`config.mk`:
```
export PLATFORM = sky130hd
export DESIGN_NAME = ttenc_ctrl
export DESIGN_NICKNAME = d
export VERILOG_FILES = /design/src/rtl/ttenc_pkg.sv /design/src/rtl/ttenc_ctrl.sv
export SDC_FILE = /design/constraint.sdc
export NUM_CORES = 1
export LEC_CHECK = 0
export BUFFER_PORTS_ARGS = -buffer_cell sky130_fd_sc_hd__buf_2
export CORE_MARGIN = 2
export CORE_UTILIZATION = 32
export CTS_BUF_LIST = sky130_fd_sc_hd__clkbuf_8 sky130_fd_sc_hd__clkbuf_16
export DETAILED_ROUTE_END_ITERATION = 8
export PLACE_DENSITY = 0.73
export SYNTH_ARGS = -nofsm -noshare
export SYNTH_HDL_FRONTEND = slang
export SYNTH_SLANG_ARGS = --single-unit
```
`constraint.sdc`:
```
create_clock -name clock -period 1.6 [get_ports clock]
set_input_delay 0.16 -clock clock [delete_from_list [all_inputs] [get_ports clock]]
set_output_delay 0.16 -clock clock [all_outputs]
set_load 0.02 [all_outputs]
```
`src/rtl/ttenc_pkg.sv`:
```
`timescale 1ns / 1ps
package ttenc_pkg;

   // field widths
   localparam int CMD_W     = 2;
   localparam int IDX_W     = 12;
   localparam int VAL_W     = 10;
   localparam int THR_W     = 6;
   localparam int DIM_W     = 7;
   localparam int CSR_IDX_W = 2;
   localparam int WORD_W    = VAL_W + THR_W + 1;

   // default geometry limits
   localparam int DEF_MAX_GRID_WIDTH  = 64;
   localparam int DEF_MAX_GRID_HEIGHT = 64;
   localparam int DEF_MAX_LEVELS      = 7;

   // item commands
   localparam logic [CMD_W-1:0] CMD_RESET  = 2'd0;
   localparam logic [CMD_W-1:0] CMD_SET    = 2'd1;
   localparam logic [CMD_W-1:0] CMD_ENCODE = 2'd2;

   // register indexes
   localparam logic [CSR_IDX_W-1:0] CSR_GRID_WIDTH  = 2'd0;
   localparam logic [CSR_IDX_W-1:0] CSR_GRID_HEIGHT = 2'd1;

   // value of a node that no leaf has lowered yet
   localparam logic [VAL_W-1:0] INIT_VALUE = 10'd999;

   // largest grid side a register can hold
   function automatic int dim_lim(input int maxdim, input int maxlev);
      int lim;
      lim = 1 << (maxlev - 1);
      if (maxdim < lim) lim = maxdim;
      if (lim > (1 << DIM_W) - 1) lim = (1 << DIM_W) - 1;
      return lim;
   endfunction

   // total node count of the largest tree
   function automatic int node_depth(input int mw, input int mh, input int ml);
      int w;
      int h;
      int n;
      int tot;
      int l;
      w   = dim_lim(mw, ml);
      h   = dim_lim(mh, ml);
      tot = 0;
      l   = 0;
      do begin
         n   = w * h;
         tot = tot + n;
         w   = (w + 1) >> 1;
         h   = (h + 1) >> 1;
         l   = l + 1;
      end while (n > 1 && l < 32);
      return tot;
   endfunction

   typedef struct packed {
      logic geo_start;
      logic geo_step;
      logic clr_start;
      logic clr_step;
      logic load_item;
      logic div_step;
      logic lvl_init_top;
      logic lvl_init_leaf;
      logic lvl_up;
      logic lvl_down;
      logic calc_addr;
      logic load_node;
      logic set_write;
      logic emit;
      logic enc_write;
      logic flush;
   } ttenc_cmd_type;

   typedef struct packed {
      logic geo_last;
      logic clr_last;
      logic leaf_ok;
      logic div_last;
      logic set_stop;
      logic lvl_top;
      logic lvl_bottom;
      logic emit_stop;
      logic emit_hit;
      logic can_push;
      logic pend_valid;
   } ttenc_stat_type;

endpackage

```
`src/rtl/ttenc_ctrl.sv`:
```
`timescale 1ns / 1ps
module ttenc_ctrl (
   input  logic                          clock,
   input  logic                          reset,
   input  logic                          req_valid,
   input  logic [ttenc_pkg::CMD_W-1:0]   req_cmd,
   output logic                          req_ready,
   input  logic                          csr_valid,
   input  logic [ttenc_pkg::CSR_IDX_W-1:0] csr_index,
   input  ttenc_pkg::ttenc_stat_type     stat,
   output ttenc_pkg::ttenc_cmd_type      cmd
);
   import ttenc_pkg::*;

   localparam logic [3:0] S_GEO_INIT = 4'd0;
   localparam logic [3:0] S_GEO      = 4'd1;
   localparam logic [3:0] S_CLR      = 4'd2;
   localparam logic [3:0] S_IDLE     = 4'd3;
   localparam logic [3:0] S_CHK      = 4'd4;
   localparam logic [3:0] S_DIV      = 4'd5;
   localparam logic [3:0] S_ADDR     = 4'd6;
   localparam logic [3:0] S_RD       = 4'd7;
   localparam logic [3:0] S_LOAD     = 4'd8;
   localparam logic [3:0] S_SET      = 4'd9;
   localparam logic [3:0] S_EMIT     = 4'd10;
   localparam logic [3:0] S_WR       = 4'd11;
   localparam logic [3:0] S_FLUSH    = 4'd12;

   logic [3:0] state_ff, state_in;
   logic       enc_ff, enc_in;

   always_comb begin
      cmd       = '0;
      state_in  = state_ff;
      enc_in    = enc_ff;
      req_ready = (state_ff == S_IDLE);
      unique case (state_ff)
         S_GEO_INIT: begin
            cmd.geo_start = 1'b1;
            cmd.clr_start = 1'b1;
            state_in      = S_GEO;
         end
         S_GEO: begin
            cmd.geo_step = 1'b1;
            if (stat.geo_last) state_in = S_CLR;
         end
         S_CLR: begin
            cmd.clr_step = 1'b1;
            if (stat.clr_last) state_in = S_IDLE;
         end
         S_IDLE: begin
            if (req_valid) begin
               cmd.load_item = 1'b1;
               unique case (req_cmd)
                  CMD_RESET: begin
                     cmd.clr_start = 1'b1;
                     state_in      = S_CLR;
                  end
                  CMD_SET: begin
                     enc_in   = 1'b0;
                     state_in = S_CHK;
                  end
                  CMD_ENCODE: begin
                     enc_in   = 1'b1;
                     state_in = S_CHK;
                  end
                  default: state_in = S_IDLE;
               endcase
            end
         end
         S_CHK: begin
            if (stat.leaf_ok) begin
               cmd.lvl_init_top  = enc_ff;
               cmd.lvl_init_leaf = !enc_ff;
               state_in          = S_DIV;
            end else begin
               state_in = S_IDLE;
            end
         end
         S_DIV: begin
            cmd.div_step = 1'b1;
            if (stat.div_last) state_in = S_ADDR;
         end
         S_ADDR: begin
            cmd.calc_addr = 1'b1;
            state_in      = S_RD;
         end
         S_RD: state_in = S_LOAD;
         S_LOAD: begin
            cmd.load_node = 1'b1;
            state_in      = enc_ff ? S_EMIT : S_SET;
         end
         S_SET: begin
            if (stat.set_stop) begin
               state_in = S_IDLE;
            end else begin
               cmd.set_write = 1'b1;
               if (stat.lvl_top) begin
                  state_in = S_IDLE;
               end else begin
                  cmd.lvl_up = 1'b1;
                  state_in   = S_ADDR;
               end
            end
         end
         S_EMIT: begin
            if (stat.emit_stop) begin
               state_in = S_WR;
            end else if (!stat.pend_valid || stat.can_push) begin
               cmd.emit = 1'b1;
               if (stat.emit_hit) state_in = S_WR;
            end
         end
         S_WR: begin
            cmd.enc_write = 1'b1;
            if (stat.lvl_bottom) begin
               state_in = S_FLUSH;
            end else begin
               cmd.lvl_down = 1'b1;
               state_in     = S_ADDR;
            end
         end
         S_FLUSH: begin
            cmd.flush = 1'b1;
            if (!stat.pend_valid || stat.can_push) state_in = S_IDLE;
         end
         default: state_in = S_GEO_INIT;
      endcase
      // new geometry rebuilds and clears the tree
      if (csr_valid && (csr_index == CSR_GRID_WIDTH || csr_index == CSR_GRID_HEIGHT)) begin
         state_in = S_GEO_INIT;
      end
   end

   always_ff @(posedge clock) begin
      if (reset) begin
         state_ff <= S_GEO_INIT;
         enc_ff   <= 1'b0;
      end else begin
         state_ff <= state_in;
         enc_ff   <= enc_in;
      end
   end
endmodule

```
### Word level (Yosys, flattened, before mapping)

Cells that the tools add are included.

* register bits: 5
* output and inout port bits: 17

* reduce and logical (&&, ||, !) cells: 13
* equal/unequal tests: 22
* mux-type cells: 41

Operators with widths (count)
* 4-bit one-hot mux with 13 select lines: 1
* 4-bit 2-to-1 mux: 10
* 1-bit 2-to-1 mux: 22
* 4-bit == test, second input constant: 5
* 4-bit by 3-bit == test with 1-bit output, second input constant: 4
* 2-bit != test, second input constant: 5
* 4-bit by 2-bit == test with 1-bit output, second input constant: 2
* 7-bit AND reduction: 1
* 2-bit 2-to-1 mux: 3
* 3-bit 2-to-1 mux: 2
* 3-bit != test, second input constant: 2
* 3-bit one-hot mux with 2 select lines: 1
* 2-bit by 1-bit == test with 1-bit output, second input constant: 2
* 4-bit by 1-bit == test with 1-bit output, second input constant: 1
* 2-bit zero test: 2
* 4-bit zero test: 1
* 1-bit one-hot mux with 2 select lines: 2
* 2-bit OR reduction: 2
* 3-bit AND reduction: 1
* 2-bit == test, second input constant: 1
* 1-bit zero test: 2
* 1-bit logical OR: 2
* 2-bit nonzero test: 1
* 1-bit logical AND: 1

### Longest topological paths before layout

Gate-level depths: netlist of the first run.

* depth after elaboration: 5
* depth in mapped cells: 7
* mapped depth without buffers: 6

### Least setup slack after synthesis of the first run

Ideal clock, no wire load.

* kind: reg2reg
* start: register state_ff[2]
* end: register state_ff[2]
* setup slack: -151 ps
* data arrival time: 1681 ps
* clock period less this slack: 1751 ps
* stages on the path, launching flop included: 7
* cell sequence: dfxtp_1 > nand2b_1 > buf_2 > nor4_1 > nand4b_1 > nand2_1 > a21oi_1

* longest elaborated chain between the ends: 3

Ends and longest elaborated chain
* from (decl): RTL line ttenc_ctrl.sv:29 `logic [3:0] state_ff, state_in;`
* from (signal assigned): RTL line ttenc_ctrl.sv:140 `state_ff <= state_in;`
* 4-bit == test (tied with other cells): RTL line ttenc_ctrl.sv:37 `unique case (state_ff)`
* 3-bit != test (no source line) or 2-bit != test (tied branches)
* 7-bit AND reduction (no source line)

Several ways; a longest one is shown, not always the timed one.
A chain may end at the register's enable or synchronous reset.

### Final worst setup path of the first run

* start: register state_ff[0]
* end: register state_ff[3]

The elaborated chain is that of the path after synthesis.

==> flow_summary.yaml, run 1 <==
synth:
  syn_avg_cell_area_um2: 7.117
  yosys.cell_types.count: 38
  synth-seq-cells: 5
  yosysSeqAreaShare: 0.1512
  syn_area_um2: 661.9
  syn_nets: 115
  synthCells: 93
  synth_warnings: 0
clock_tree:
  clock_latency_ns: 0.23
  clk_pin_slew_ns: 0.04
  clockRootBuffer: "clkbuf_8"
  cts_tree: "done"
  cts_hold_buf: 0
  cts_buffer_depth: 2
  clock-sinks: 5
  htreeDepth: 1
  cts_inserted_buffers: 3
route:
  dr.pass1.iters: 4
  ant_nets: 0
  routed_wl_mm: 2.446
  via_per_inst: 5.322
  first_iter_violations: 20
  via_count: 942
  post_drt_wl_per_cell_um: 13.82
  drc_errors: 0
worst_setup_path:
  arrival_ns: 1.73
  rr_endpoint: "state_ff[3]$_SDFFE_PP0P_"
  path_depth: 6
  rr_worst_depth: 6
  startpoint: "state_ff[0]$_SDFFE_PP0P_"
  cpMaxStageDelayCell: "or4b_4"
  crit_family: "simple AND/OR/NAND/NOR gates"
  crit_path_end_kind: "flip-flop"
  endpoint: "state_ff[3]$_SDFFE_PP0P_"
  cp_cell_sequence: "buf_6 > nand4bb_1 > o32a_2 > or4b_4 > a221oi_2 > a211oi_1"
  cp.required_ns: 1.71
  r2r_start: "state_ff[0]$_SDFFE_PP0P_"
  crit_type: "flip-flop to flip-flop"
  start_kind: "flip-flop"
  crit_fanout: 6
  critical-path-max-stage-delay_ns: 0.49
  worst-path-buf-inv: 1
  r2r_setup_slack_ns: -0.02
floorplanning:
  die_area_um2: 2448
  die_h_um: 49.48
  die_w_um: 49.48
  fp.coreArea_um2: 1962
  placementRows: 16
  initial_core_util: 0.3374
  io_pins: 36
global_route:
  grtUsageTotal: 0.2034
  grt_remaining_overflow: 0
  antenna_found_initial: 0
  grt_max_degree: 12
  grt_pass1_wl_mm: 3.822
  grt_pass1_vias: 896
flow_run:
  drv_cap: 0
run_status:
  status: "complete, but fails checks"
  failed_checks: "negative setup slack"
final_layout:
  area_growth_pct: 83.18
  num_antenna_cells: 0
  drive_gt1_frac: 0.5400
  final_cell_mix: "28 x buf_2, 24 x buf_4, 10 x nor2_1"
  final_cell_count_no_fill: 177
  utilization: 0.6180
  final_common_cell: "buf_2"
  nets: 173
sta:
  layout_min_cycle_time_ns: 1.619
  grt_setup_unrepaired: "yes"
  whs_ns: 0.1111
  max-slew-margin-rel: 0.7852
  setup_slack_ns: -0.01871
  max_freq_mhz: 617.8
  setup_violations: 1
  clock_skew_ns: 0.001580
  tightest_slew_ns: 0.3223
  slew_violations: 0
  hold_viol_final: 0
  fin_crit_sh: 1.012
worst_hold_path:
  holdCritPathClass: "primary input to flip-flop"
  hold_depth: 2
placed_design:
  gp_congestion: 0.8925
  post-place-cells: 168
  post-place-ws_ns: -0.07830
  dp_hpwl_mm: 1.747
  io_buffers: 34
pwr:
  power.density_nw_per_um2: 717.7
  ir_drop_v: 0.0004716
  power_leakage_nw: 0.5709
## logic make-up (layout without fill, tap and decap cells)
kind of cell | after synthesis | count (layout) | share of synthesized area
and+or+nand+nor | 44 | 44 | 0.4027
buffers and inverters | 13 | 70 | 0.07939
adders and majority gates | 3 | 3 | 0.05672
DFF | 5 | 5 | 0.1512
muxes | 1 | 1 | 0.01512
AOI/OAI and AO/OA | 27 | 27 | 0.2949
## layer usage
| layer | track usage | wire [um] | vias to the layer above |
|---|---|---|---|
| met4 | 0.1250 | 43 | 0 |
| met2 | 0.3446 | 1232 | 47 |
| met5 | 0 | 0 | - |
| met1 | 0.2384 | 1029 | 435 |
| met3 | 0.03333 | 141 | 4 |
| li1 | - | - | 456 |
## power breakdown
group          switching [W]  leakage [nW]  internal (W)  total [W]
Sequential         0.0000204        0.0436      0.000140   0.000161
Clock              0.0000721        0.0269      0.000165   0.000237
Combinational       0.000245         0.500      0.000227   0.000472
Total               0.000337         0.571      0.000533   0.000870
## timing repair
action | CTS | global route
pin swaps | 3 | 3
gates cloned | 0 | 0
endpoints found under the setup margin | 9 | 10
resized for setup | 18 | 15
buffers inserted | 2 | 3
## worst reg2reg max path, stage by stage (launching register included)
cell,delay [ns]
dfxtp_4,0.35
buf_6,0.12
nand4bb_1,0.12
o32a_2,0.16
or4b_4,0.49
a221oi_2,0.19
a211oi_1,0.07
## per-stage QoR
stage | TNS [ns] | total power, W | cell area [um^2]
3_5_place_dp | -0.08149 | 0.0005629 | 1002
3_3_place_gp | -0.04247 | 0.0005505 | 1002
5_1_grt | -0.3080 | 0.0009268 | 1212
4_1_cts | -0.01595 | 0.0008305 | 1124
6_report | -0.01871 | 0.0008702 | 1212
2_1_floorplan | -0.003957 | 0.0003956 | 674.4
## registers in the layout, indices dropped and copies added, names as in the netlist
name / count
state_ff: 4
enc_ff: 1
## synthesized netlist by cell type (all sizes together)
| library cell | count | share of area |
|---|---|---|
| nor2 | 10 | 0.057 |
| a21oi | 7 | 0.053 |
| inv | 7 | 0.040 |
| nand2 | 6 | 0.034 |
| nor3 | 6 | 0.045 |
| dfxtp | 5 | 0.15 |
| nand2b | 5 | 0.051 |
| o21ai | 4 | 0.030 |
| a21o | 3 | 0.034 |
| buf | 3 | 0.023 |
| clkbuf | 3 | 0.017 |
| ha | 3 | 0.057 |
| a211oi | 2 | 0.023 |
| nand3b | 2 | 0.023 |
| nand4b | 2 | 0.026 |
| o211ai | 2 | 0.023 |
| o21a | 2 | 0.023 |
| or3b | 2 | 0.026 |
| a2111oi | 1 | 0.023 |
| a221oi | 1 | 0.023 |
| a32oi | 1 | 0.013 |
| and2 | 1 | 0.0095 |
| and3b | 1 | 0.013 |
| and4bb | 1 | 0.019 |
| mux2i | 1 | 0.015 |
| nand3 | 1 | 0.0076 |
| nand4bb | 1 | 0.017 |
| nor3b | 1 | 0.011 |
| nor4 | 1 | 0.0095 |
| nor4b | 1 | 0.013 |
| o22ai | 1 | 0.0095 |
| o311ai | 1 | 0.013 |
| o31ai | 1 | 0.011 |
| o32a | 1 | 0.017 |
| or2 | 1 | 0.0095 |
| or3 | 1 | 0.0095 |
| or4b | 1 | 0.021 |
## area by class of cell
cell class	count	area [um^2]
multi-input cells	75	593.1
clock inverters	1	3.754
well taps	27	33.78
fillers	180	749.5
flip-flops and latches	5	115.1
repair buffers	59	399.1
inverters	7	26.28
clock buffers	3	41.29
## worst min-delay path by stage
stage / end / slack, ns / startpoint
2_1_floorplan: enc_ff$_SDFFE_PP0P_ / 0.23 / reset
3_3_place_gp: enc_ff$_SDFFE_PP0P_ / 0.34 / reset
3_5_place_dp: enc_ff$_SDFFE_PP0P_ / 0.34 / reset
4_1_cts: enc_ff$_SDFFE_PP0P_ / 0.11 / reset
5_1_grt: enc_ff$_SDFFE_PP0P_ / 0.13 / reset
6_report: enc_ff$_SDFFE_PP0P_ / 0.11 / reset
(Power assumes the default switching activity.)
==> inputs of run 2 (changes only) <==
--- a/config.mk
+++ b/config.mk
@@ -11,6 +11,7 @@
 export CTS_BUF_LIST = sky130_fd_sc_hd__clkbuf_8 sky130_fd_sc_hd__clkbuf_16
 export DETAILED_ROUTE_END_ITERATION = 8
 export PLACE_DENSITY = 0.73
+export SETUP_SLACK_MARGIN = 0.02
 export SYNTH_ARGS = -nofsm -noshare
 export SYNTH_HDL_FRONTEND = slang
 export SYNTH_SLANG_ARGS = --single-unit
==> run 2 against run 1 <==
  * The flow still finishes with violations (negative setup slack)
  * Routed wire length is 5.9% lower
  * Critical path depth fell by 1
  * Global-route usage fell by 2.0 points
  * Setup slack got worse by 0.0049 ns
  * Register-to-register slack better by 0.03 ns
  * Largest cell class unchanged
  * Largest power group unchanged
==> flow_summary.yaml, run 2 (synthesis gave the netlist of run 1 again) <==
worst_setup_path:
  crit_type: "flip-flop to output port"
  crit_path_end_kind: "output port"
  start_kind: "flip-flop"
  arrival_ns: 1.46
  cpMaxStageDelayCell: "dfxtp_4"
  crit_family: "simple AND/OR/NAND/NOR gates"
  cp.required_ns: 1.44
  crit_fanout: 6
  r2r_setup_slack_ns: 0.01
  rr_endpoint: "state_ff[3]$_SDFFE_PP0P_"
  crit_top_cell: "buf_6"
  r2r_start: "state_ff[0]$_SDFFE_PP0P_"
  rr_worst_depth: 6
  cp_cell_sequence: "buf_6 > or2_4 > buf_6 > nor4b_4 > buf_4"
  worst-path-buf-inv: 3
  critical-path-max-stage-delay_ns: 0.36
route:
  ant_nets: 0
  highest_layer: "met3"
  first_iter_violations: 25
  wl_met2_mm: 1.171
  drc_errors: 0
  routed_wl_mm: 2.301
  dr.pass1.iters: 4
  post_drt_wl_per_cell_um: 13.54
  dr_wl_met3_um: 154
  via_count: 894
  via_per_inst: 5.259
  wl_met1_um: 975
final_layout:
  num_antenna_cells: 0
  top_register: "state_ff"
  final_common_cell: "buf_2"
  final_cell_count_no_fill: 170
  final_cell_mix: "28 x buf_2, 15 x buf_4, 10 x nor2_1, 9 x buf_6, 8 x inv_1"
  top_regs: "state_ff: 4 flops, enc_ff: 1 flops"
  drive_gt1_frac: 0.5524
  largest_reg_flops: 4
  area_growth_pct: 80.91
  nets: 166
  utilization: 0.6103
run_status:
  failed_checks: "negative setup slack"
  status: "complete, but fails checks"
sta:
  fin_crit_sh: 1.015
  max-slew-margin-rel: 0.7964
  setup_violations: 1
  max_freq_mhz: 615.9
  clock_skew_ns: 0.002906
  setup_slack_ns: -0.02363
  tightest_slew_ns: 0.3006
  setup_tns_ns: -0.02363
  layout_min_cycle_time_ns: 1.624
  grt_setup_unrepaired: "yes"
  hold_viol_final: 0
  slew_violations: 0
placed_design:
  post-place-cells: 162
  io_buffers: 34
  dp_hpwl_mm: 1.631
  gp_congestion: 0.8288
  post-place-ws_ns: -0.04010
global_route:
  grtUsageTotal: 0.1838
  grt_pass1_wl_mm: 3.567
  grt_pass1_vias: 807
  grt_max_degree: 11
  grt_remaining_overflow: 0
  antenna_found_initial: 0
floorplanning:
  io_pins: 36
  die_w_um: 49.48
  fp.coreArea_um2: 1962
  placementRows: 16
  initial_core_util: 0.3374
  die_h_um: 49.48
  die_area_um2: 2448
clock_tree:
  clock-sinks: 5
  cts_inserted_buffers: 3
  clockRootBuffer: "clkbuf_8"
  clk_pin_slew_ns: 0.04
  cts_hold_buf: 0
  clock_latency_ns: 0.22
  htreeDepth: 1
  cts_tree: "done"
  cts_buffer_depth: 2
pwr:
  power.density_nw_per_um2: 730.2
  ir_drop_v: 0.0004478
  total_power_w: 0.0008743
  power_leakage_nw: 0.5464
flow_run:
  drv_cap: 0
worst_hold_path:
  hold_depth: 2
  hold_end: "enc_ff$_SDFFE_PP0P_"
  holdCritPathClass: "primary input to flip-flop"
  hold_path_startpoint: "reset"
run 2: cell types whose count changed in the layout (fill, tap and decap cells not counted), sizes merged:
cell | before | now
buf | 59 | 52
run 2: routing by layer:
metal / up-vias / track usage
met2: 43 / 0.3198
met4: 0 / 0.04167
met3: 0 / 0.04848
met5: - / 0
li1: 444 / -
met1: 407 / 0.2259
run 2: cell type report:
| class | instances | area, um^2 |
|---|---|---|
| Timing Repair Buffer | 52 | 354.1 |
| Clock inverter | 1 | 3.754 |
| Multi-Input combinational cell | 75 | 623.1 |
| Inverter | 7 | 26.28 |
| Fill cell | 205 | 764.5 |
| Tap cell | 27 | 33.78 |
| Clock buffer | 3 | 41.29 |
| Sequential cell | 5 | 115.1 |
run 2: worst max path at each step:
stage                                   startpoint                       end  cells past startpoint
after global placement    state_ff[0]$_SDFFE_PP0P_  state_ff[3]$_SDFFE_PP0P_                      5
after floorplan           state_ff[0]$_SDFFE_PP0P_  state_ff[3]$_SDFFE_PP0P_                      5
after CTS                 state_ff[2]$_SDFFE_PP0P_  state_ff[3]$_SDFFE_PP0P_                      5
after detailed placement  state_ff[0]$_SDFFE_PP0P_  state_ff[3]$_SDFFE_PP0P_                      5
after global routing      state_ff[0]$_SDFFE_PP0P_                    cmd[2]                      5
final                     state_ff[0]$_SDFFE_PP0P_                    cmd[2]                      5
run 2: timing repair:
action / in CTS / in global routing
setup endpoints to repair: 10 / 9
setup buffers: 2 / 2
gates resized for setup: 20 / 19
pin swaps: 3 / 8
run 2: where the power goes:
part | leakage [nW] | internal (W) | switching, W
Combinational | 0.476 | 0.000234 | 0.000250
Sequential | 0.0436 | 0.000141 | 0.0000245
Clock | 0.0269 | 0.000164 | 0.0000605
Total | 0.546 | 0.000539 | 0.000335
run 2: metrics by stage:
step / cell area [um^2] / hold slack, ns
2_1_floorplan: 694.4 / 0.2324
3_3_place_gp: 974.7 / 0.3347
3_5_place_dp: 974.7 / 0.3435
4_1_cts: 1101 / 0.1103
5_1_grt: 1197 / 0.1159
6_report: 1197 / 0.1144
==> inputs of run 3 (changes only) <==
--- a/config.mk
+++ b/config.mk
@@ -7,10 +7,10 @@
 export LEC_CHECK = 0
 export BUFFER_PORTS_ARGS = -buffer_cell sky130_fd_sc_hd__buf_2
 export CORE_MARGIN = 2
-export CORE_UTILIZATION = 32
+export CORE_UTILIZATION = 39
 export CTS_BUF_LIST = sky130_fd_sc_hd__clkbuf_8 sky130_fd_sc_hd__clkbuf_16
 export DETAILED_ROUTE_END_ITERATION = 8
-export PLACE_DENSITY = 0.73
+export PLACE_DENSITY = 0.84
 export SETUP_SLACK_MARGIN = 0.02
 export SYNTH_ARGS = -nofsm -noshare
 export SYNTH_HDL_FRONTEND = slang
==> run 3 against run 2 <==
  * The run still ends with negative setup slack left
  * Critical path depth did not move
  * Flip-flop and latch count did not move
  * Sequential power is 5% higher
  * Final cell count is 4.1% lower
  * Global-route usage up 2.5 points
  * Hold slack improved by 0.0034 ns
  * Final area is 6.3% higher
  * First-iteration DRC count up 92%
  * Clock power is 3% higher
  * Via count rose by 9.2%
  * Total power up 11%
  * Maximum frequency is 0.10% higher
==> flow_summary.yaml, run 3 (synthesis gave the netlist of run 1 again) <==
final_layout:
  final_common_cell: "buf_2"
  num_antenna_cells: 0
  nets: 170
  top_regs: "state_ff: 4 flops, enc_ff: 1 flops"
  drive_gt1_frac: 0.6054
  top_register: "state_ff"
  final_cell_mix: "30 x buf_2, 16 x buf_4, 10 x nor2_1, 8 x buf_6, 6 x inv_1"
  utilization: 0.8255
  area_growth_pct: 92.25
  largest_reg_flops: 4
route:
  via_count: 976
  first_iter_violations: 48
  post_drt_wl_per_cell_um: 17.66
  drc_errors: 0
  routed_wl_mm: 2.879
  ant_nets: 0
  via_per_inst: 5.988
  dr.pass1.iters: 4
pwr:
  clkPwrFrac: 0.239
  p_seq_frac: 0.178
  power.density_nw_per_um2: 764.8
  internal-power_w: 0.0005873
  ir_drop_v: 0.0008190
  power_leakage_nw: 0.5799
  p_sw_w: 0.0003859
  p_comb_frac: 0.583
  total_power_w: 0.0009732
  switching_share: 0.3965
floorplanning:
  die_area_um2: 2043
  io_pins: 36
  placementRows: 14
  die_w_um: 45.20
  initial_core_util: 0.4294
  die_h_um: 45.20
  fp.coreArea_um2: 1541
sta:
  fin_crit_sh: 1.014
  max_freq_mhz: 616.5
  tightest_slew_ns: 0.3632
  layout_min_cycle_time_ns: 1.622
  hold_viol_final: 0
  max-slew-margin-rel: 0.7558
  setup_violations: 2
  setup_slack_ns: -0.02197
  clock_skew_ns: 0.006207
  slew_violations: 0
  grt_setup_unrepaired: "yes"
placed_design:
  gp_congestion: 0.8633
  io_buffers: 34
  dp_hpwl_mm: 1.664
clock_tree:
  clock-sinks: 5
  cts_hold_buf: 0
  htreeDepth: 1
  cts_buffer_depth: 2
  clk_pin_slew_ns: 0.04
  clock_latency_ns: 0.22
  cts_inserted_buffers: 3
  cts_tree: "done"
  clockRootBuffer: "clkbuf_8"
worst_setup_path:
  rr_worst_depth: 5
  crit_type: "flip-flop to flip-flop"
  arrival_ns: 1.72
  crit_path_end_kind: "flip-flop"
  cp.required_ns: 1.70
  crit_fanout: 7
  start_kind: "flip-flop"
worst_hold_path:
  hold_depth: 2
  holdCritPathClass: "primary input to flip-flop"
global_route:
  grt_max_degree: 11
  antenna_found_initial: 0
  grt_pass1_vias: 771
  grtUsageTotal: 0.2085
  grt_remaining_overflow: 0
  grt_pass1_wl_mm: 3.180
run_status:
  status: "complete, but fails checks"
  failed_checks: "negative setup slack"
flow_run:
  drv_cap: 0
-- run 3: cell count changes in the layout (fill, tap and decap cells not counted), sizes merged --
cell | before | now
buf | 52 | 55
clkbuf | 3 | 4
-- run 3: critical path, cell delays in order (launching register included) --
cell and delay, ns:
dfxtp_4 0.40, nand4bb_1 0.16, o32a_2 0.16, or4b_4 0.51
a221oi_4 0.22, a211oi_2 0.05
-- run 3: final cells by class --
cell class	instances	area, um^2
multi-input cells	75	660.6
fillers	101	269.0
clock buffers	3	41.29
well taps	16	20.02
repair buffers	56	400.4
flip-flops and latches	5	115.1
clock inverters	1	3.754
inverters	7	31.28
-- run 3: timing repair --
action,CTS,global route
gates cloned,0,1
gates resized for setup,11,34
pin swaps,3,14
setup buffers,2,6
endpoints found under the setup margin,8,10
-- run 3: metrics by stage --
stage	setup TNS, ns	hold WS (ns)	cell area, um^2	worst slack [ns]	cells
finish	-0.03492	0.1178	1272	-0.02197	163
global route	-0.2209	0.1265	1272	-0.06288	163
CTS	-0.006073	0.1145	1047	-0.002999	156
detailed placement	-0.06988	0.3442	953.4	-0.06988	150
global placement	-0.005966	0.3335	953.4	-0.005966	150
floorplan	0	0.2324	694.4	0.03163	93
-- run 3: routing by layer --
layer  wire length, um  up-vias  global-route usage
met2              1429       73              0.3771
met4               110        0             0.02941
met5                 0        -                   0
met1              1110      441              0.2518
li1                  -      448                   -
met3               229       14             0.05200
-- run 3: path summary, 6_finish.rpt --
kind | startpoint | to | slack (ns)
max | state_ff[1]$_SDFFE_PP0P_ | state_ff[3]$_SDFFE_PP0P_ | -0.02
min | reset | enc_ff$_SDFFE_PP0P_ | 0.12
max reg2reg | state_ff[1]$_SDFFE_PP0P_ | state_ff[3]$_SDFFE_PP0P_ | -0.02
min reg2reg | enc_ff$_SDFFE_PP0P_ | enc_ff$_SDFFE_PP0P_ | 0.57
-- run 3: power groups by stage --
stage / Combinational, W / Clock [W] / Sequential, W
after floorplan: 0.000253 / 0 / 0.000158
after global placement: 0.000375 / 0 / 0.000162
after detailed placement: 0.000386 / 0 / 0.000163
after CTS: 0.000410 / 0.000230 / 0.000165
after global routing: 0.000598 / 0.000246 / 0.000176
final: 0.000568 / 0.000232 / 0.000173
